**src/fed_pkg.sv**
```systemverilog
// Shared types, constants and arithmetic helpers for the feedback echo delay.
// No dependencies; every other file of the block imports this package.
`timescale 1ns / 1ps

package fed_pkg;

    // Defaults for the top-level parameters
    localparam int STORE_ADDR_BITS_DEF = 18;
    localparam int SAMPLE_RATE_DEF     = 48000;

    // Field and register widths
    localparam int SAMPLE_W    = 16;
    localparam int GAIN_W      = 5;
    localparam int DELAY_MS_W  = 13;
    localparam int CFG_DATA_W  = 13;
    localparam int CFG_INDEX_W = 3;

    // Register reset values
    localparam int DELAY_MS_RESET    = 401;
    localparam int BLEND_RESET       = 10;
    localparam int FEEDFORWARD_RESET = 5;
    localparam int FEEDBACK_RESET    = 5;
    localparam int LOOPER_RESET      = 0;

    // Milliseconds per second, divisor of the delay conversion
    localparam int MS_PER_S = 1000;

    // Gain k/20: product magnitude, reciprocal multiply and scaled result widths
    localparam int GAIN_DEN    = 20;
    localparam int MAG_W       = 20;
    localparam int PROD_W      = MAG_W + 1;
    localparam int GAIN_SHIFT  = 24;
    localparam int GAIN_RECIP  = (2 ** GAIN_SHIFT + GAIN_DEN - 1) / GAIN_DEN;
    localparam int RECIP_W     = $clog2(GAIN_RECIP + 1);
    localparam int QUO_W       = 16;
    localparam int SCALED_W    = QUO_W + 1;
    localparam int SUM_W       = SCALED_W + 1;

    localparam logic signed [SAMPLE_W-1:0] SAMPLE_MAX = {1'b0, {(SAMPLE_W-1){1'b1}}};
    localparam logic signed [SAMPLE_W-1:0] SAMPLE_MIN = {1'b1, {(SAMPLE_W-1){1'b0}}};

    // Configuration register indexes
    typedef enum logic [CFG_INDEX_W-1:0] {
        REG_DELAY_MS         = 3'd0,
        REG_BLEND_GAIN       = 3'd1,
        REG_FEEDFORWARD_GAIN = 3'd2,
        REG_FEEDBACK_GAIN    = 3'd3,
        REG_LOOPER_MODE      = 3'd4
    } cfg_reg_t;

    // Gain settings seen by the datapath
    typedef struct packed {
        logic [GAIN_W-1:0] blend;
        logic [GAIN_W-1:0] feedforward;
        logic [GAIN_W-1:0] feedback;
        logic              looper_mode;
    } gains_t;

    // Sign and magnitude of a gain product k * x
    typedef struct packed {
        logic             neg;
        logic [MAG_W-1:0] mag;
    } gain_prod_t;

    // Item handed from the feedback loop to the output mix
    typedef struct packed {
        logic signed [SAMPLE_W-1:0] xh;
        logic signed [SCALED_W-1:0] ff;
    } mix_item_t;

    // Multiply a sample by a gain numerator, split into sign and magnitude
    function automatic gain_prod_t gain_mult(input logic [GAIN_W-1:0] k,
                                             input logic signed [SAMPLE_W-1:0] x);
        logic signed [PROD_W-1:0] p;
        gain_prod_t r;
        p = $signed({1'b0, k}) * x;
        r.neg = p[PROD_W-1];
        r.mag = r.neg ? MAG_W'(-p) : MAG_W'(p);
        return r;
    endfunction

    // Divide a gain product by 20, truncated toward zero (reciprocal multiply)
    function automatic logic signed [SCALED_W-1:0] gain_scale(input gain_prod_t p);
        logic [MAG_W+RECIP_W-1:0] wide;
        logic [QUO_W-1:0] q;
        wide = (MAG_W + RECIP_W)'(p.mag) * (MAG_W + RECIP_W)'(GAIN_RECIP);
        q = QUO_W'(wide >> GAIN_SHIFT);
        return p.neg ? -$signed({1'b0, q}) : $signed({1'b0, q});
    endfunction

    // Saturate a sum to the signed sample range
    function automatic logic signed [SAMPLE_W-1:0] sat16(input logic signed [SUM_W-1:0] v);
        if (v[SUM_W-1:SAMPLE_W-1] == '0 || v[SUM_W-1:SAMPLE_W-1] == '1)
        begin
            return v[SAMPLE_W-1:0];
        end
        return v[SUM_W-1] ? SAMPLE_MIN : SAMPLE_MAX;
    endfunction

endpackage

```
**src/fed_delay_calc.sv**
```systemverilog
// Converts the delay in milliseconds to a delay in samples by reciprocal multiplication.
// Depends on fed_pkg; after a delay_ms write the products pass stages 1 and 2 before the final delay register loads.
`timescale 1ns / 1ps

module fed_delay_calc #(
    parameter int STORE_ADDR_BITS = fed_pkg::STORE_ADDR_BITS_DEF,
    parameter int SAMPLE_RATE     = fed_pkg::SAMPLE_RATE_DEF
) (
    input  logic                             clk,
    input  logic                             rst_n,
    input  logic                             start,
    input  logic [fed_pkg::DELAY_MS_W-1:0]   delay_ms,
    output logic                             busy,
    output logic [STORE_ADDR_BITS-1:0]       delay_samples
);
    import fed_pkg::*;

    localparam int PROD_W  = DELAY_MS_W + $clog2(SAMPLE_RATE + 1);
    // Whole and leftover samples per millisecond
    localparam int RATE_Q  = SAMPLE_RATE / MS_PER_S;
    localparam int RATE_R  = SAMPLE_RATE % MS_PER_S;
    localparam int MS_BITS = $clog2(MS_PER_S);
    localparam int PART_W  = DELAY_MS_W + MS_BITS;
    // Reciprocal of the millisecond divisor, exact for every PART_W-bit dividend
    localparam int SHIFT   = PART_W + MS_BITS;
    localparam int RECIP_W = PART_W + 1;
    localparam int SCALE_W = PART_W + RECIP_W;
    localparam logic [RECIP_W-1:0] RECIP =
        RECIP_W'(((64'd1 << SHIFT) + 64'(MS_PER_S) - 64'd1) / 64'(MS_PER_S));
    localparam logic [PROD_W-1:0] RESET_QUO =
        PROD_W'(DELAY_MS_RESET * SAMPLE_RATE / MS_PER_S);

    logic                s1_valid_reg;
    logic [PROD_W-1:0]   s1_whole_reg;
    logic [PART_W-1:0]   s1_part_reg;
    logic                s2_valid_reg;
    logic [PROD_W-1:0]   s2_whole_reg;
    logic [PROD_W-1:0]   s2_frac_reg;
    logic [PROD_W-1:0]   quo_reg;
    logic [SCALE_W-1:0]  part_scaled;

    assign busy          = s1_valid_reg || s2_valid_reg;
    assign delay_samples = quo_reg[STORE_ADDR_BITS-1:0];

    // Divide the leftover product by the millisecond count
    assign part_scaled = SCALE_W'(s1_part_reg) * SCALE_W'(RECIP);

    // Advance the conversion valid bits and load the final delay
    always_ff @(posedge clk or negedge rst_n)
    begin
        if (!rst_n)
        begin
            s1_valid_reg <= 1'b0;
            s2_valid_reg <= 1'b0;
            quo_reg      <= RESET_QUO;
        end
        else
        begin
            s1_valid_reg <= start;
            s2_valid_reg <= s1_valid_reg;
            if (s2_valid_reg)
            begin
                quo_reg <= s2_whole_reg + s2_frac_reg;
            end
        end
    end

    // Split products on a write, then the scaled leftover
    always_ff @(posedge clk)
    begin
        if (start)
        begin
            s1_whole_reg <= PROD_W'(delay_ms) * PROD_W'(RATE_Q);
            s1_part_reg  <= PART_W'(delay_ms) * PART_W'(RATE_R);
        end
        if (s1_valid_reg)
        begin
            s2_whole_reg <= s1_whole_reg;
            s2_frac_reg  <= PROD_W'(part_scaled >> SHIFT);
        end
    end

endmodule

```
**config.mk**
```make
export PLATFORM = sky130hd
export DESIGN_NAME = fed_delay_calc
export DESIGN_NICKNAME = d
export VERILOG_FILES = /design/src/fed_pkg.sv /design/src/fed_delay_calc.sv
export SDC_FILE = /design/constraint.sdc
export NUM_CORES = 1
export LEC_CHECK = 0
export BUFFER_PORTS_ARGS = -buffer_cell sky130_fd_sc_hd__buf_2
export CAP_MARGIN = 20
export CORE_UTILIZATION = 40
export CTS_CLUSTER_SIZE = 20
export DETAILED_ROUTE_END_ITERATION = 16
export GPL_TIMING_DRIVEN = 1
export HOLD_SLACK_MARGIN = 0.08
export MAX_ROUTING_LAYER = met4
export PLACE_DENSITY_LB_ADDON = 0.05
export SETUP_SLACK_MARGIN = 0.2
export SLEW_MARGIN = 10
export SYNTH_ARGS = -nofsm -noshare
export SYNTH_HDL_FRONTEND = slang
export SYNTH_SLANG_ARGS = --single-unit
```
**constraint.sdc**
```tcl
create_clock -name clk -period 2.05 [get_ports clk]
set_input_delay 0.41 -clock clk [delete_from_list [all_inputs] [get_ports clk]]
set_output_delay 0.41 -clock clk [all_outputs]
set_load 0.03 [all_outputs]
```
==> impl_metrics.py, run 1 <==
metrics = {
    "outcome": {
        "outcome": "completed",
    },
    "floorplan": {
        "die_area_um2": 5380,
        "start_util": 0.423,
        "coreArea_um2": 4820,
        "chipHeight_um": 73.3,
        "rows": 25,
        "io_pins": 35,
        "chipWidth_um": 73.3,
    },
    "pwr": {
        "powerDensity_nw_per_um2": 853,
        "clkPwrFrac": 0.253,
        "p_sw_uw": 583,
        "ir_drop_uv": 373,
        "combPwrFrac": 0.235,
        "seqPwrFrac": 0.512,
        "power_leakage_nw": 1.08,
        "intPower_mw": 1.66,
        "p_sw_frac": 0.260,
    },
    "yosys": {
        "netlist_area_um2": 2040,
        "netlist_top_cells_area": "edfxtp_1, dfrtp_1, dfstp_2",
        "ys_types": 43,
        "yosysTopAreaCellShare": 0.413,
        "syn_area_per_cell_um2": 15.1,
        "yosys_warnings": 0,
        "yosysTopAreaCell": "edfxtp_1",
        "ys_dominant_reg_cell": "edfxtp_1",
        "synth_most_common_cell": "edfxtp_1",
        "yosysSeqAreaShare": 0.613,
        "synth_edf_count": 28,
        "synth_cells": 135,
        "ys_seq_elements": 44,
        "synth_async_sr_flop_share": 0.364,
        "yosys-top-cells-count": "edfxtp_1, mux2_2, ha_1",
    },
    "timing": {
        "hold_viol_final": 0,
        "period_share": 0.953,
        "period_needed_ns": 1.95,
        "skew_ns": 0.00649,
        "drv_slew": 0,
        "holdWs_ns": 0.314,
        "setup_viol": 0,
        "fmax_mhz": 512,
        "grt_setup_unrepaired": "yes",
        "fin_setup_tns_ns": 0,
    },
    "detailed_routing": {
        "drt_iter0_markers": 18,
        "avgRoutedWirePerCell_um": 12.1,
        "drc": 0,
        "postRouteAntennaNets": 0,
        "vias": 1242,
        "finalWirelength_um": 3160,
        "firstDrtPassIters": 4,
        "drt-vias-per-instance": 4.76,
    },
    "clock_tree": {
        "numCtsBuffers": 5,
        "cts_buffer_depth": 2,
        "ctsHtreeMaxLevel": 2,
        "cts_root_buf": "clkbuf_8",
        "cts_sinks": 44,
        "insertion_delay_ns": 0.29,
        "clkTransAtPathRegs_ns": 0.08,
        "cts_tree": "yes",
    },
    "worst_setup_path": {
        "cp_slowest_cell": "fa_2",
        "start_kind": "input pin",
        "slowest_delay_ns": 0.35,
        "rr_startpoint": "s2_valid_reg",
        "path_cells": "buf_8, ha_4, fa_2, a211o_1, a21oi_2, o21a_1, nor4bb_2, a311o_1",
        "crit_buf_inv": 1,
        "r2r-end": "quo_reg[12]",
        "critical_path_arrival_ns": 2.00,
        "critPathKind": "in2reg",
        "ff2ff_setup_slack_ns": 1.03,
        "r2r_cells": 2,
        "required_ns": 2.09,
        "crit_path_max_fanout": 3,
        "worst_setup_path_end_kind": "flop",
        "crit_family": "compound AO/OA/AOI/OAI gates",
    },
    "finish": {
        "final_nets": 222,
        "nFillCells": 439,
        "syn_to_final_growth_pct": 29.5,
        "drive_gt1_frac": 0.500,
        "diodes": 0,
    },
    "hold_path": {
        "hold_path_end": "s1_whole_reg[4]",
        "min_path_cells": 1,
        "worstHoldPathType": "in2reg",
        "hp-start": "delay_ms[0]",
    },
    "global_route": {
        "grt_max_degree": 17,
        "antenna_found_initial": 0,
        "grt_pass1_vias": 1199,
        "track_usage": 0.139,
        "gr-total-overflow": 0,
        "grt_pass1_wl_um": 5400,
    },
    "flow_run": {
        "drv_cap": 0,
    },
    "placement": {
        "place.gp.congestion": 0.857,
        "dp_hpwl_um": 2510,
        "portBuffers": 30,
    },
}
## cells by family after synthesis
logic type / after synthesis / share of synthesized area
flops: 44 / 0.613
compound gates: 26 / 0.101
simple gates: 19 / 0.0553
mux: 15 / 0.0824
fa+ha+maj: 13 / 0.0836
xor+xnor: 9 / 0.0387
buf+inv: 8 / 0.0240
other cells: 1 / 0.00184
## power by group through the flow
stage	Clock (mW)	Sequential (mW)	Combinational [mW]
after detailed placement	0	1.17	0.510
after global placement	0	1.17	0.497
after global routing	0.626	1.17	0.573
after CTS	0.593	1.15	0.526
after floorplan	0	1.27	0.237
final	0.569	1.15	0.528
## area by class of cell
type	count	area (µm²)	share of cell area
Clock inverter	1	5.00	0.00190
Multi-Input combinational cell	86	837	0.318
Sequential cell	44	1250	0.474
Clock buffer	7	97.6	0.0370
Inverter	1	3.75	0.00142
Tap cell	67	83.8	0.0318
Timing Repair Buffer	55	360	0.137
## cells in the final DEF (no fill, tap or decap), drive strengths merged, types with 2 or more instances in the layout
| cell | Yosys | layout |
|---|---|---|
| buf | 5 | 54 |
| edfxtp | 28 | 28 |
| mux2 | 14 | 14 |
| ha | 12 | 12 |
| dfrtp | 10 | 10 |
| xnor2 | 7 | 7 |
| clkbuf | 2 | 7 |
| dfstp | 6 | 6 |
| nor2 | 5 | 5 |
| a21oi | 5 | 5 |
| conb | 1 | 4 |
| o21a | 3 | 3 |
| a21o | 3 | 3 |
| nand3 | 2 | 2 |
| o211ai | 2 | 2 |
| xor2 | 2 | 2 |
| and2 | 2 | 2 |
| o21ai | 2 | 2 |
## worst register-to-register path, delay by kind of cell, from the launching register on
kind	cells	cell delay (ns)
flops	1	0.35
buf+inv	1	0.21
mux	1	0.35
## worst max-delay path by stage
stage	startpoint	cells after the start	endpoint
after floorplan	delay_ms[0]	7	s1_whole_reg[13]
after global placement	delay_ms[1]	8	s1_whole_reg[13]
after detailed placement	delay_ms[1]	8	s1_whole_reg[13]
after CTS	delay_ms[1]	8	s1_whole_reg[17]
after global routing	delay_ms[1]	8	s1_whole_reg[17]
final	delay_ms[1]	8	s1_whole_reg[17]
## per-layer routing
metal,GRT usage,part of all wire
met3,0.0329,0.032
met1,0.160,0.44
met5,-,0
met2,0.228,0.51
met4,0.0705,0.023
## metrics by stage
| stage | cell area [µm²] | util | std cells | worst slack (ns) | power [mW] |
|---|---|---|---|---|---|
| after floorplan | 2110 | - | 138 | -0.0615 | 1.50 |
| after global placement | 2460 | 0.512 | 251 | -0.245 | 1.66 |
| after detailed placement | 2460 | 0.512 | 251 | -0.251 | 1.68 |
| after CTS | 2630 | 0.545 | 261 | 0.111 | 2.27 |
| after global routing | 2640 | 0.547 | 261 | 0.0626 | 2.37 |
| final | 2640 | 0.547 | 261 | 0.0968 | 2.25 |
## what timing repair did
item                                   4_1_cts  5_1_grt
setup buffers                                1        0
setup endpoints to repair                    4        4
endpoints found under the hold margin       10        0
resized for setup                            8        3
gates cloned                                 0        0
pin swaps                                    6        0
hold buffers                                 1        0
(Power assumes the default switching activity.)
==> run 2: changes to the inputs <==
PLACE_DENSITY = 0.57   (was not set)
PLACE_DENSITY_LB_ADDON = not set   (was 0.05)
==> impl_metrics.py, run 2 (synthesis results as in run 1) <==
metrics = {
    "finish": {
        "nFillCells": 442,
        "final_util": 0.545,
        "diodes": 0,
        "final_cell_mix": "buf_2, edfxtp_1, buf_4, mux2_2, dfrtp_1",
        "syn_to_final_growth_pct": 28.9,
        "drive_gt1_frac": 0.495,
        "final_nets": 224,
    },
    "timing": {
        "period_needed_ns": 1.96,
        "hold_viol_final": 0,
        "drv_slew": 0,
        "skew_ns": 0.00284,
        "setup_viol": 0,
        "period_share": 0.958,
        "fmax_mhz": 509,
        "grt_setup_unrepaired": "yes",
    },
    "worst_setup_path": {
        "cp_slowest_cell": "fa_2",
        "cp-endpoint": "s1_whole_reg[13]",
        "required_ns": 2.09,
        "crit_path_max_fanout": 3,
        "worst_setup_path_end_kind": "flop",
        "ff2ff_setup_slack_ns": 1.01,
        "crit_family": "compound AO/OA/AOI/OAI gates",
        "rr_startpoint": "s2_valid_reg",
        "r2r-end": "quo_reg[10]",
        "worst-path-stages": 8,
        "critical_path_arrival_ns": 2.01,
        "slowest_delay_ns": 0.36,
        "path_cells": "buf_8, ha_4, fa_2, a211o_1, a21oi_2, nor2b_1, o41a_1, xor2_1",
        "cp-startpoint": "delay_ms[1]",
        "critPathKind": "in2reg",
        "crit_buf_inv": 1,
        "r2r_cells": 2,
        "start_kind": "input pin",
    },
    "pwr": {
        "combPwrFrac": 0.245,
        "p_sw_uw": 590,
        "intPower_mw": 1.59,
        "clkPwrFrac": 0.226,
        "powerDensity_nw_per_um2": 829,
        "p_sw_frac": 0.271,
        "total_power_mw": 2.18,
        "power_leakage_nw": 1.08,
        "ir_drop_uv": 266,
        "seqPwrFrac": 0.529,
    },
    "global_route": {
        "grt_pass1_wl_um": 5510,
        "grt_pass1_vias": 1200,
        "gr-total-overflow": 0,
        "grt_max_degree": 17,
        "antenna_found_initial": 0,
        "track_usage": 0.146,
    },
    "flow_run": {
        "drv_cap": 0,
    },
    "floorplan": {
        "chipHeight_um": 73.3,
        "die_area_um2": 5380,
        "rows": 25,
        "io_pins": 35,
        "start_util": 0.423,
        "chipWidth_um": 73.3,
        "coreArea_um2": 4820,
    },
    "clock_tree": {
        "cts_sinks": 44,
        "ctsHtreeMaxLevel": 2,
        "insertion_delay_ns": 0.29,
        "numCtsBuffers": 5,
        "cts_buffer_depth": 2,
        "clkTransAtPathRegs_ns": 0.07,
        "cts_tree": "yes",
        "cts_root_buf": "clkbuf_8",
    },
    "detailed_routing": {
        "avgRoutedWirePerCell_um": 12.4,
        "drt_iter0_markers": 26,
        "drt-vias-per-instance": 4.69,
        "firstDrtPassIters": 4,
        "vias": 1234,
        "postRouteAntennaNets": 0,
        "finalWirelength_um": 3270,
        "drc": 0,
    },
    "placement": {
        "portBuffers": 30,
        "place.gp.congestion": 0.857,
        "dp_hpwl_um": 2470,
    },
    "hold_path": {
        "worstHoldPathType": "in2reg",
    },
    "outcome": {
        "outcome": "completed",
    },
}
-- run 2: worst min-delay path by stage --
stage           startpoint  cells after the start         endpoint
3_3_place_gp         rst_n                      1       quo_reg[6]
5_1_grt        delay_ms[0]                      1  s1_whole_reg[4]
6_report       delay_ms[0]                      1  s1_whole_reg[4]
2_1_floorplan        rst_n                      0      quo_reg[10]
3_5_place_dp         rst_n                      1       quo_reg[6]
4_1_cts        delay_ms[0]                      1  s1_whole_reg[4]
-- run 2: routing by layer --
layer  wire, µm  share of wire  global-route usage  vias up
li1           -              -                   -      631
met1       1430           0.44               0.170      568
met2       1630           0.50               0.226       30
met3        133          0.041              0.0412        5
met4         76          0.023              0.0833        0
met5          0              0                   -        -
-- run 2: power groups by stage --
stage	Combinational [mW]	Clock, mW	Sequential (mW)
final	0.533	0.492	1.15
after global routing	0.583	0.553	1.17
after CTS	0.532	0.518	1.15
after detailed placement	0.514	0	1.17
after global placement	0.501	0	1.17
after floorplan	0.237	0	1.27
-- run 2: what timing repair did --
item                       CTS  global route
hold endpoints to repair    10             0
pin swaps                    5             4
setup buffers                0             2
resized for setup            9             0
setup endpoints to repair    4             3
hold buffers                 1             0
gates cloned                 0             0
-- run 2: through the flow --
step           setup TNS (ns)  instance area, µm²  setup slack, ns  hold WS, ns  cells
3_3_place_gp           -0.845                2470           -0.243        0.325    252
2_1_floorplan         -0.0974                2110          -0.0615        0.114    138
4_1_cts                     0                2610           0.0885        0.293    261
5_1_grt                     0                2630           0.0666        0.282    263
3_5_place_dp           -0.903                2470           -0.273        0.331    252
6_report                    0                2630           0.0865        0.308    263
-- run 2: worst register-to-register path, cell delays in order (launching register included) --
cell and delay, ns:
dfrtp_1 0.35, buf_4 0.22, mux2_2 0.36
-- run 2: final cells by class --
type / count / area (µm²) / share of cell area
Multi-Input combinational cell: 86 / 835 / 0.318
Timing Repair Buffer: 57 / 372 / 0.142
Sequential cell: 44 / 1250 / 0.476
Clock inverter: 3 / 13.8 / 0.00524
Clock buffer: 5 / 68.8 / 0.0262
Tap cell: 67 / 83.8 / 0.0319
Inverter: 1 / 3.75 / 0.00143
