--- config.mk ---
export PLATFORM = sky130hd
export DESIGN_NAME = fed_output_mix_flat
export DESIGN_NICKNAME = d
export VERILOG_FILES = /design/src/fed_pkg.sv /design/src/fed_out_if.sv /design/src/fed_output_mix.sv /design/src/flat_wrapper.sv
export SDC_FILE = /design/constraint.sdc
export NUM_CORES = 1
export LEC_CHECK = 0
export BUFFER_PORTS_ARGS = -buffer_cell sky130_fd_sc_hd__buf_4
export CAP_MARGIN = 20
export CORE_UTILIZATION = 45
export CTS_BUF_LIST = sky130_fd_sc_hd__clkbuf_16
export DETAILED_ROUTE_END_ITERATION = 6
export PLACE_DENSITY = 0.71
export SLEW_MARGIN = 40
export SYNTH_ARGS = -nofsm -noshare
export SYNTH_HDL_FRONTEND = slang
export SYNTH_SLANG_ARGS = --single-unit
--- constraint.sdc ---
create_clock -name clk -period 9.3 [get_ports clk]
set_input_delay 1.86 -clock clk [delete_from_list [all_inputs] [get_ports clk]]
set_output_delay 1.86 -clock clk [all_outputs]
set_load 0.01 [all_outputs]
--- src/fed_pkg.sv ---
// Shared types, constants and arithmetic helpers for the feedback echo delay.
// No dependencies; every other file of the block imports this package.
`timescale 1ns / 1ps

package fed_pkg;

    // Defaults for the top-level parameters
    localparam int STORE_ADDR_BITS_DEF = 18;
    localparam int SAMPLE_RATE_DEF     = 48000;

    // Field and register widths
    localparam int SAMPLE_W    = 16;
    localparam int GAIN_W      = 5;
    localparam int DELAY_MS_W  = 13;
    localparam int CFG_DATA_W  = 13;
    localparam int CFG_INDEX_W = 3;

    // Register reset values
    localparam int DELAY_MS_RESET    = 401;
    localparam int BLEND_RESET       = 10;
    localparam int FEEDFORWARD_RESET = 5;
    localparam int FEEDBACK_RESET    = 5;
    localparam int LOOPER_RESET      = 0;

    // Milliseconds per second, divisor of the delay conversion
    localparam int MS_PER_S = 1000;

    // Gain k/20: product magnitude, reciprocal multiply and scaled result widths
    localparam int GAIN_DEN    = 20;
    localparam int MAG_W       = 20;
    localparam int PROD_W      = MAG_W + 1;
    localparam int GAIN_SHIFT  = 24;
    localparam int GAIN_RECIP  = (2 ** GAIN_SHIFT + GAIN_DEN - 1) / GAIN_DEN;
    localparam int RECIP_W     = $clog2(GAIN_RECIP + 1);
    localparam int QUO_W       = 16;
    localparam int SCALED_W    = QUO_W + 1;
    localparam int SUM_W       = SCALED_W + 1;

    localparam logic signed [SAMPLE_W-1:0] SAMPLE_MAX = {1'b0, {(SAMPLE_W-1){1'b1}}};
    localparam logic signed [SAMPLE_W-1:0] SAMPLE_MIN = {1'b1, {(SAMPLE_W-1){1'b0}}};

    // Configuration register indexes
    typedef enum logic [CFG_INDEX_W-1:0] {
        REG_DELAY_MS         = 3'd0,
        REG_BLEND_GAIN       = 3'd1,
        REG_FEEDFORWARD_GAIN = 3'd2,
        REG_FEEDBACK_GAIN    = 3'd3,
        REG_LOOPER_MODE      = 3'd4
    } cfg_reg_t;

    // Gain settings seen by the datapath
    typedef struct packed {
        logic [GAIN_W-1:0] blend;
        logic [GAIN_W-1:0] feedforward;
        logic [GAIN_W-1:0] feedback;
        logic              looper_mode;
    } gains_t;

    // Sign and magnitude of a gain product k * x
    typedef struct packed {
        logic             neg;
        logic [MAG_W-1:0] mag;
    } gain_prod_t;

    // Item handed from the feedback loop to the output mix
    typedef struct packed {
        logic signed [SAMPLE_W-1:0] xh;
        logic signed [SCALED_W-1:0] ff;
    } mix_item_t;

    // Multiply a sample by a gain numerator, split into sign and magnitude
    function automatic gain_prod_t gain_mult(input logic [GAIN_W-1:0] k,
                                             input logic signed [SAMPLE_W-1:0] x);
        logic signed [PROD_W-1:0] p;
        gain_prod_t r;
        p = $signed({1'b0, k}) * x;
        r.neg = p[PROD_W-1];
        r.mag = r.neg ? MAG_W'(-p) : MAG_W'(p);
        return r;
    endfunction

    // Divide a gain product by 20, truncated toward zero (reciprocal multiply)
    function automatic logic signed [SCALED_W-1:0] gain_scale(input gain_prod_t p);
        logic [MAG_W+RECIP_W-1:0] wide;
        logic [QUO_W-1:0] q;
        wide = (MAG_W + RECIP_W)'(p.mag) * (MAG_W + RECIP_W)'(GAIN_RECIP);
        q = QUO_W'(wide >> GAIN_SHIFT);
        return p.neg ? -$signed({1'b0, q}) : $signed({1'b0, q});
    endfunction

    // Saturate a sum to the signed sample range
    function automatic logic signed [SAMPLE_W-1:0] sat16(input logic signed [SUM_W-1:0] v);
        if (v[SUM_W-1:SAMPLE_W-1] == '0 || v[SUM_W-1:SAMPLE_W-1] == '1)
        begin
            return v[SAMPLE_W-1:0];
        end
        return v[SUM_W-1] ? SAMPLE_MIN : SAMPLE_MAX;
    endfunction

endpackage

--- src/fed_out_if.sv ---
// Output sample channel: valid/ready handshake with one signed sample.
// Depends on fed_pkg for the sample width.
`timescale 1ns / 1ps

interface fed_out_if;
    import fed_pkg::*;

    logic                       valid;
    logic                       ready;
    logic signed [SAMPLE_W-1:0] sample_out;

    modport source (output valid, output sample_out, input ready);
    modport sink   (input valid, input sample_out, output ready);
endinterface

--- src/fed_output_mix.sv ---
// Output mix: blend gain on the feedback sum, add the feed-forward term, saturate.
// Depends on fed_pkg and fed_out_if; takes items from fed_feedback_loop.
`timescale 1ns / 1ps

module fed_output_mix (
    input  logic                              clk,
    input  logic                              rst_n,
    input  logic                              link_valid,
    output logic                              link_ready,
    input  fed_pkg::mix_item_t                link_item,
    input  logic [fed_pkg::GAIN_W-1:0]        blend_gain,
    fed_out_if.source                         out_stream
);
    import fed_pkg::*;

    // Stage 4: blend product
    logic                       s4_valid_reg;
    gain_prod_t                 s4_bl_reg;
    logic signed [SCALED_W-1:0] s4_ff_reg;
    logic                       s4_ready;

    // Stage 5: scaled blend term
    logic                       s5_valid_reg;
    logic signed [SCALED_W-1:0] s5_bl_reg;
    logic signed [SCALED_W-1:0] s5_ff_reg;
    logic                       s5_ready;

    // Output register
    logic                       out_valid_reg;
    logic signed [SAMPLE_W-1:0] out_sample_reg;
    logic                       out_ready;

    assign out_ready  = !out_valid_reg || out_stream.ready;
    assign s5_ready   = !s5_valid_reg || out_ready;
    assign s4_ready   = !s4_valid_reg || s5_ready;
    assign link_ready = s4_ready;

    // Valid bits
    always_ff @(posedge clk or negedge rst_n)
    begin
        if (!rst_n)
        begin
            s4_valid_reg  <= 1'b0;
            s5_valid_reg  <= 1'b0;
            out_valid_reg <= 1'b0;
        end
        else
        begin
            if (s4_ready)
            begin
                s4_valid_reg <= link_valid;
            end
            if (s5_ready)
            begin
                s5_valid_reg <= s4_valid_reg;
            end
            if (out_ready)
            begin
                out_valid_reg <= s5_valid_reg;
            end
        end
    end

    // Payload registers
    always_ff @(posedge clk)
    begin
        if (s4_ready && link_valid)
        begin
            s4_bl_reg <= gain_mult(blend_gain, link_item.xh);
            s4_ff_reg <= link_item.ff;
        end
        if (s5_ready && s4_valid_reg)
        begin
            s5_bl_reg <= gain_scale(s4_bl_reg);
            s5_ff_reg <= s4_ff_reg;
        end
        if (out_ready && s5_valid_reg)
        begin
            out_sample_reg <= sat16($signed(SUM_W'(s5_ff_reg)) + $signed(SUM_W'(s5_bl_reg)));
        end
    end

    assign out_stream.valid      = out_valid_reg;
    assign out_stream.sample_out = out_sample_reg;

endmodule

--- src/flat_wrapper.sv ---
// flat-port wrapper written by rule: the top's interface ports become plain ports
module fed_output_mix_flat import fed_pkg::*;
  (clk, rst_n, link_valid, link_ready, link_item, blend_gain, out_stream_valid, out_stream_sample_out, out_stream_ready);
  fed_out_if out_stream_i ();
  input  logic clk;
  input  logic rst_n;
  input  logic link_valid;
  output logic link_ready;
  input  fed_pkg::mix_item_t link_item;
  input  logic [fed_pkg::GAIN_W-1:0] blend_gain;
  output wire logic [$bits(out_stream_i.valid)-1:0] out_stream_valid;
  output wire logic [$bits(out_stream_i.sample_out)-1:0] out_stream_sample_out;
  input wire logic [$bits(out_stream_i.ready)-1:0] out_stream_ready;
  assign out_stream_valid = out_stream_i.valid;
  assign out_stream_sample_out = out_stream_i.sample_out;
  assign out_stream_i.ready = out_stream_ready;
  fed_output_mix u_core (.clk(clk), .rst_n(rst_n), .link_valid(link_valid), .link_ready(link_ready), .link_item(link_item), .blend_gain(blend_gain), .out_stream(out_stream_i));
endmodule
==> results.txt, run 1 <==
- Post-synthesis cell area: 14280 sq um
* Final period util: 0.8033
- The first detailed-routing pass took 5 iterations.
- Maximum number of pins on one net before global-route repair: 39
- For met1 alone, demand over resource in global routing was 0.2315.
- Synth Warn #: 0
* Total via count in the routed design: 9746
- Synthesis produced a netlist with a net count of 1872.
- Cell Chain, Critical Path: ha_1 -> fa_1 -> fa_1 -> fa_1 -> inv_1 -> fa_1 -> fa_1 -> inv_1 -> ha_1 -> ha_1 -> a21o_1 -> a21o_1 -> a2111oi_0 -> o21a_1 -> o21a_1 -> o22ai_1 -> nor4_4 -> nand3_2 -> or4_1 -> o21a_1
- For the final database, setup skew stands at 9.939 ps.
- Half-perimeter wire length after placement: 25.83 mm
- Met3 track utilization from global routing: 0.03153
- The H-tree was split into 3 levels.
- CP Data Arrival Time: 7590 ps
- The synthesized netlist contains 67 unique library cells.
* Number of instances resized during post-cts repair: 0
- Area overhead of the layout relative to synthesis: 8.444%
- Path type of the worst setup path: reg2reg
* Run status: finished, final reports clean
- Antenna violations before repair: 0
* Number of flip-flops in the largest register: 21
- Utilization after layout: 0.5012
- The region available for standard cell placement spans 30910 sq um.
- Placer's final routability congestion estimate: 0.9610
- Width of the die: 180.2 microns
* Top library cells by usage in the layout, fill and taps aside: inv_1, ha_1, fa_1
- For this run, design rule violations remaining after detail routing come to 0.
* Vertical extent of the die: 180.2 microns
- Proportion of netlist area held by the largest area contributor: 0.2523
* Number of buffers inserted during clock tree synthesis: 9
- Across every metal layer, demand over resource in global routing totals 0.1914.
- Primary flip-flop cell chosen by synthesis mapping: edfxtp_1
- Syn_area_per_cell: 10.27 sq um
- Across all setup checks in the final design, the least slack found is 1829 ps.
- The global routing stage identified its most utilized layer as met2.
- Hold violation total from the final report: 0
* Total number of placement rows: 64
- Number of setup violations in the final report: 0
- The repair_antennas step left the layout with diodes totalling 0.
- For this run, global-route usage on met2 was measured as 0.3428.
- Setup repair after global routing left no endpoint under its margin.
- OpenSTA, run right after detailed placement, puts the worst setup slack at 1717 ps.
* Root buffer cell: clkbuf_16
- Area of the die: 32460 sq um
- Ratio of cells with drive above 1 in the final layout: 0.06543
* Worst hold path type: reg2reg
- Gate count after technology mapping: 1391
- Maximum buffer depth of the clock tree: 2
- The number of global-route vias before repair is 10270.
- Headroom to the max-slew limit came out at 0.5230.
- Among all stages on the critical path, the largest delay is contributed by fa_1.
- The biggest area contributor in the post-synthesis netlist is fa_1.
- The initial utilization of the core area, before any placement, comes to 0.4622.
* Kind of start point of the critical path: register
- The tightest hold path in the finished design has a slack of 421.8 ps.
- The clock period could shrink to 7471 ps.
- In this run, the number of DRC markers left after iteration 0 of detailed routing was 330.
* Num Clock Sinks: 91
- Timing would allow up to 133.9 MHz.
* Final routed wire length divided by cell count: 16.06 microns
- Clock tree from TritonCTS: yes
- Dividing the detail-routed via count by the number of cells gives 5.274.
- Worst-path fanout max: 7
- At the pin with the least slew margin, the transition time is 715.6 ps.
- By area the synthesized netlist is led by fa_1, ha_1, edfxtp_1, inv_1, xnor2_1.
- The synthesized design contains 91 register bits.
- Of all flip-flops after synthesis, the portion carrying an async set or reset was 0.03297.
- Clock-pin slew was measured on the worst setup and hold paths at 70 ps.
- Max-cap violations: 0
- Hold repair after CTS inserted 0 buffers.
- Final layout net count: 1928
- For this run the aggregate overflow at the end of global routing stands at 0.
- The cell that appears most often on the critical path is fa_1.
- Post-CTS timing repair inserted 0 buffers for setup.
- Pin placement for this block handled 60 I/O pins.
- The worst setup path is captured at a register.
- Final WL: 29.68 mm
- In this design, the stage delay of the slowest critical-path cell is 600 ps.
- During placement, the flow inserted port buffers numbering 59.
- Sequential element share of the synthesized area: 0.1902
- Summed negative setup slack over all endpoints: 0 ps
* Number of enable-type register cells in the synthesized netlist: 88
- In this run the remaining antenna-violating nets after routing total 0.
* Worst Path Required: 9420 ps
- The clock reaches the later pin of the worst-skew pair after 360 ps.
* Number of slew-limit violations in the final report: 0
- The first global-routing pass estimated 49.79 mm of wire.
-- path summary, 6_finish.rpt --
path | from | endpoint | slack [ps] | depth (start not counted)
worst max-delay path | u_core.s4_bl_reg[7] | u_core.s5_bl_reg[16] | 1830 | 20
min in group asynchronous | rst_n | u_core.s4_valid_reg | 1270 | 1
max in group asynchronous | rst_n | u_core.out_stream.valid | 7940 | 1
worst min register to register | u_core.s4_ff_reg[12] | u_core.s5_ff_reg[12] | 420 | 0
worst min-delay path | u_core.s4_ff_reg[12] | u_core.s5_ff_reg[12] | 420 | 0
worst max register to register | u_core.s4_bl_reg[7] | u_core.s5_bl_reg[16] | 1830 | 20
-- layout make-up --
cell class / instances / area [sq um]
Inverter: 258 / 968.4
Fill cell: 2791 / 15420
Sequential cell: 91 / 2718
Clock buffer: 9 / 225.2
Tap cell: 396 / 495.5
Timing Repair Buffer: 61 / 457.9
Multi-Input combinational cell: 1026 / 10550
Clock inverter: 7 / 81.33
-- critical path: cells and delay by family, from the launching register on --
kind | cells | cell delay [ps]
compound gates | 7 | 1590
fa+ha+maj | 8 | 3910
buf+inv | 2 | 90
flops | 1 | 570
simple gates | 3 | 1070
-- synthesized netlist by cell type, drive strengths merged, types with 3 or more instances --
cell type,instances
ha,259
inv,258
fa,180
nand2,89
edfxtp,88
xnor2,62
and2,60
a21oi,55
o21ai,51
a21o,37
nor2,33
xor2,26
o21a,15
clkbuf,14
nor3,13
nand2b,10
nand3,10
nor2b,9
o31ai,9
or2,8
a211oi,7
a31oi,7
nand4,7
o211ai,6
o21bai,6
or3,6
nor3b,5
nor4,5
a211o,4
and3,4
or4,4
a221o,3
a31o,3
dfrtp,3
mux2i,3
o31a,3
-- metrics by stage --
step / std cells / cell area, sq um
after floorplan: 1391 / 14290
after CTS: 1848 / 15490
after detailed placement: 1832 / 15180
after global placement: 1832 / 15180
final: 1848 / 15490
after global routing: 1848 / 15490
-- metal layers --
| layer | up-vias | wire [microns] |
|---|---|---|
| li1 | 4784 | - |
| met1 | 4703 | 12820 |
| met2 | 212 | 14770 |
| met3 | 47 | 1223 |
| met4 | 0 | 873 |
| met5 | - | 0 |
-- cells by family after synthesis --
| family | count (synthesis) | share of synthesized area |
|---|---|---|
| AO/OA/AOI/OAI | 228 | 0.1047 |
| XOR/XNOR | 88 | 0.05395 |
| adder cells (fa/ha/maj) | 439 | 0.4791 |
| buffers and inverters | 274 | 0.07208 |
| flip-flops | 91 | 0.1902 |
| multiplexers | 4 | 0.002890 |
| AND/OR/NAND/NOR | 267 | 0.09705 |
Power of run 1 is not shown: default switching activity piles up to over one toggle a cycle in this logic, so the estimate is an artifact.
==> run 2: changes to the inputs <==
Settings changed: ABC_AREA set to 1.
Clock period 9.3 ns to 7.6 ns, I/O delays scaled along.
==> run 2 against run 1 <==
Against the previous run: flip-flop and latch count did not move; design area up 11%; non-clock buffer count is 1 higher; fmax is 7.2% higher; first-iteration DRC count increased by 71%; sequential share of layout area shrank 1.7 points; final cell count increased by 32%; critical path depth rose by 10; worst hold slack about the same; largest cell class unchanged.
==> results.txt, run 2 <==
* Summed negative setup slack over all endpoints: 0 ps
- The flow ran to the end, and the final reports show no timing, DRC or antenna violations.
* Max-cap violations: 0
* Top area cells in the synthesized netlist: fa_1, ha_1, edfxtp_1, inv_1, nand2_1
- Summing over every cut layer, the via total after detailed routing is 12140.
- Worst hold path type: reg2reg
- Clock-pin slew was measured on the worst setup and hold paths at 70 ps.
- Biggest area consumer among synthesized cells: fa_1
* Initial cell density of the core: 0.4589
* Gate count after technology mapping: 1923
- Total number of placement rows: 68
- Setup clock skew after layout: 17.35 ps
- inv_1 is the most common cell in the netlist.
- Number of instances resized during post-cts repair: 0
- First-pass GRT wire length: 62.78 mm
- The number of hold violations in the final report came to 0.
- Counting every net in the synthesized netlist gives 2404.
* Count of buffers added by post-CTS timing repair for setup: 0
* Area of the die: 36160 sq um
* Path type of the worst setup path: reg2reg
- Vias per Instance: 4.977
* Utilization after layout: 0.4935
- Most common library cells after synthesis: inv_1, nand2_1, ha_1, fa_1, nor2_1
- The total overflow left after global routing is 0.
- Static timing analysis puts the maximum clock frequency at 143.5 MHz.
* Antenna violations before repair: 0
- Post-synthesis cell area: 15930 sq um
- The library cell used most frequently in the layout, excluding fill and tap cells, is inv_1.
- Number of enable-type register cells in the synthesized netlist: 88
* Kind of start point of the critical path: register
- Root buffer cell: clkbuf_16
- The number of antenna diodes in the final layout is 0.
* Final layout net count: 2462
* Number of buffers inserted during clock tree synthesis: 9
- Of the synthesized area, sequential elements account for 0.1706.
- Core Footprint: 34710 sq um
* Worst setup margin: 630.6 ps
- In the layout the commonest cells are inv_1, nand2_1, ha_1.
- In this design, the stage delay of the slowest critical-path cell is 580 ps.
* Final routed wire length divided by cell count: 15.54 microns
- TritonCTS built the clock tree.
- Vertical extent of the die: 190.2 microns
* Worst Path Required: 7720 ps
- Post-route antenna net violation count: 0
* Primary flip-flop cell chosen by synthesis mapping: edfxtp_1
- Counting distinct cell types in the post-synthesis netlist gives 46.
* Fill cell total of the finished layout: 3352
- The clock net in this run drives a total of 91 sinks.
* Number of buffers inserted by port buffering: 59
- Of the post-synthesis cell area, the dominant cell type holds 0.2262.
- Top-level port count: 60
- Width of the die: 190.2 microns
* Worst slew pin tran: 779.6 ps
- Worst-path fanout max: 7
* Number of iterations in the first detailed-routing pass: 5
* Final WL: 37.92 mm
- RSZ-0062 raised after global routing: no
* Number of global-route vias before repair: 12810
- The number of max-slew violations in the final report was 0.
- Placer's final routability congestion estimate: 0.9643
* Number of setup violations in the final report: 0
- No sink is reached through more buffers than the 2 on the longest clock path.
- Of the cells placed in the final design, the portion with a size suffix greater than 1 is 0.07960.
- Half-perimeter wire length after placement: 33.71 mm
- H-tree Lvls: 3
- Prior to clock tree synthesis, the placed netlist has a worst setup slack of 752.4 ps.
* Clock latency on the worst-skew pair: 360 ps
- Hold is met by 422.0 ps.
- The synthesized design contains 91 register bits.
- Area overhead of the layout relative to synthesis: 7.531%
- Synth Warn #: 0
* Number of flip-flops in the largest register: 21
- Syn_area_per_cell: 8.285 sq um
- The worst pin sits at a relative slew slack of 0.4802.
- For the worst setup path, the data arrival time is 7090 ps.
- Post-synth ARST share: 0.03297
- Across every metal layer, demand over resource in global routing totals 0.2228.
- Final period util: 0.9170
- CP endpoint kind: register
- Hold Buf Count CTS: 0
* Number of DRC violations after detailed-routing iteration 0: 564
* Maximum number of pins on one net before global-route repair: 39
- Slowest cell on the critical path: edfxtp_1
* Period minus WS final: 6969 ps
* Remaining DRCs: 0
run 2: cell types whose count changed after synthesis, sizes merged, moves of 14 or more:
cell	change
and2	-59
nand2	+374
a21o	-29
o21a	-14
xor2	+23
nor2	+81
nand3	+58
xnor2	-34
inv	+224
run 2: worst max-delay path: cells and delay by family, from the launching register on:
kind / cells / cell delay, ps
XOR/XNOR: 1 / 250
buffers and inverters: 6 / 340
AND/OR/NAND/NOR: 13 / 1690
adder cells (fa/ha/maj): 9 / 3610
flip-flops: 1 / 580
AO/OA/AOI/OAI: 1 / 250
run 2: path summary, 6_finish.rpt:
| kind | start | to | slack (ps) | cells past startpoint |
|---|---|---|---|---|
| max | u_core.s4_bl_reg[3] | u_core.s5_bl_reg[12] | 630 | 30 |
| min | u_core.s4_ff_reg[1] | u_core.s5_ff_reg[1] | 420 | 0 |
| max reg2reg | u_core.s4_bl_reg[3] | u_core.s5_bl_reg[12] | 630 | 30 |
| min reg2reg | u_core.s4_ff_reg[1] | u_core.s5_ff_reg[1] | 420 | 0 |
| max in group asynchronous | rst_n | u_core.s5_valid_reg | 6550 | 1 |
| min in group asynchronous | rst_n | u_core.s4_valid_reg | 940 | 1 |
run 2: metal layers:
metal / track usage / up-vias / wire length (microns) / part of all wire
met5: 0 / - / 0 / 0
met3: 0.02527 / 82 / 1661 / 0.044
met4: 0.09600 / 0 / 1704 / 0.045
li1: - / 6036 / - / -
met2: 0.4047 / 297 / 18740 / 0.49
met1: 0.2641 / 5728 / 15820 / 0.42
run 2: cells by family after synthesis:
kind of cell / count (synthesis) / share of synthesized area
XOR/XNOR: 77 / 0.04657
AND/OR/NAND/NOR: 692 / 0.1848
flip-flops: 91 / 0.1706
AO/OA/AOI/OAI: 126 / 0.04822
buffers and inverters: 498 / 0.1202
adder cells (fa/ha/maj): 439 / 0.4296
run 2: area by class of cell:
type	count	area (sq um)	area share
Tap cell	455	569.3	0.03323
Timing Repair Buffer	62	465.4	0.02717
Clock inverter	6	40.04	0.002337
Sequential cell	91	2718	0.1586
Clock buffer	9	225.2	0.01315
Multi-Input combinational cell	1334	11300	0.6595
Inverter	483	1815	0.1060
run 2: through the flow:
| step | std cells | instance area (sq um) |
|---|---|---|
| global route | 2440 | 17130 |
| detailed placement | 2425 | 16870 |
| global placement | 2425 | 16870 |
| floorplan | 1923 | 15930 |
| CTS | 2440 | 17130 |
| finish | 2440 | 17130 |
Power of run 2 is left out for the same reason.
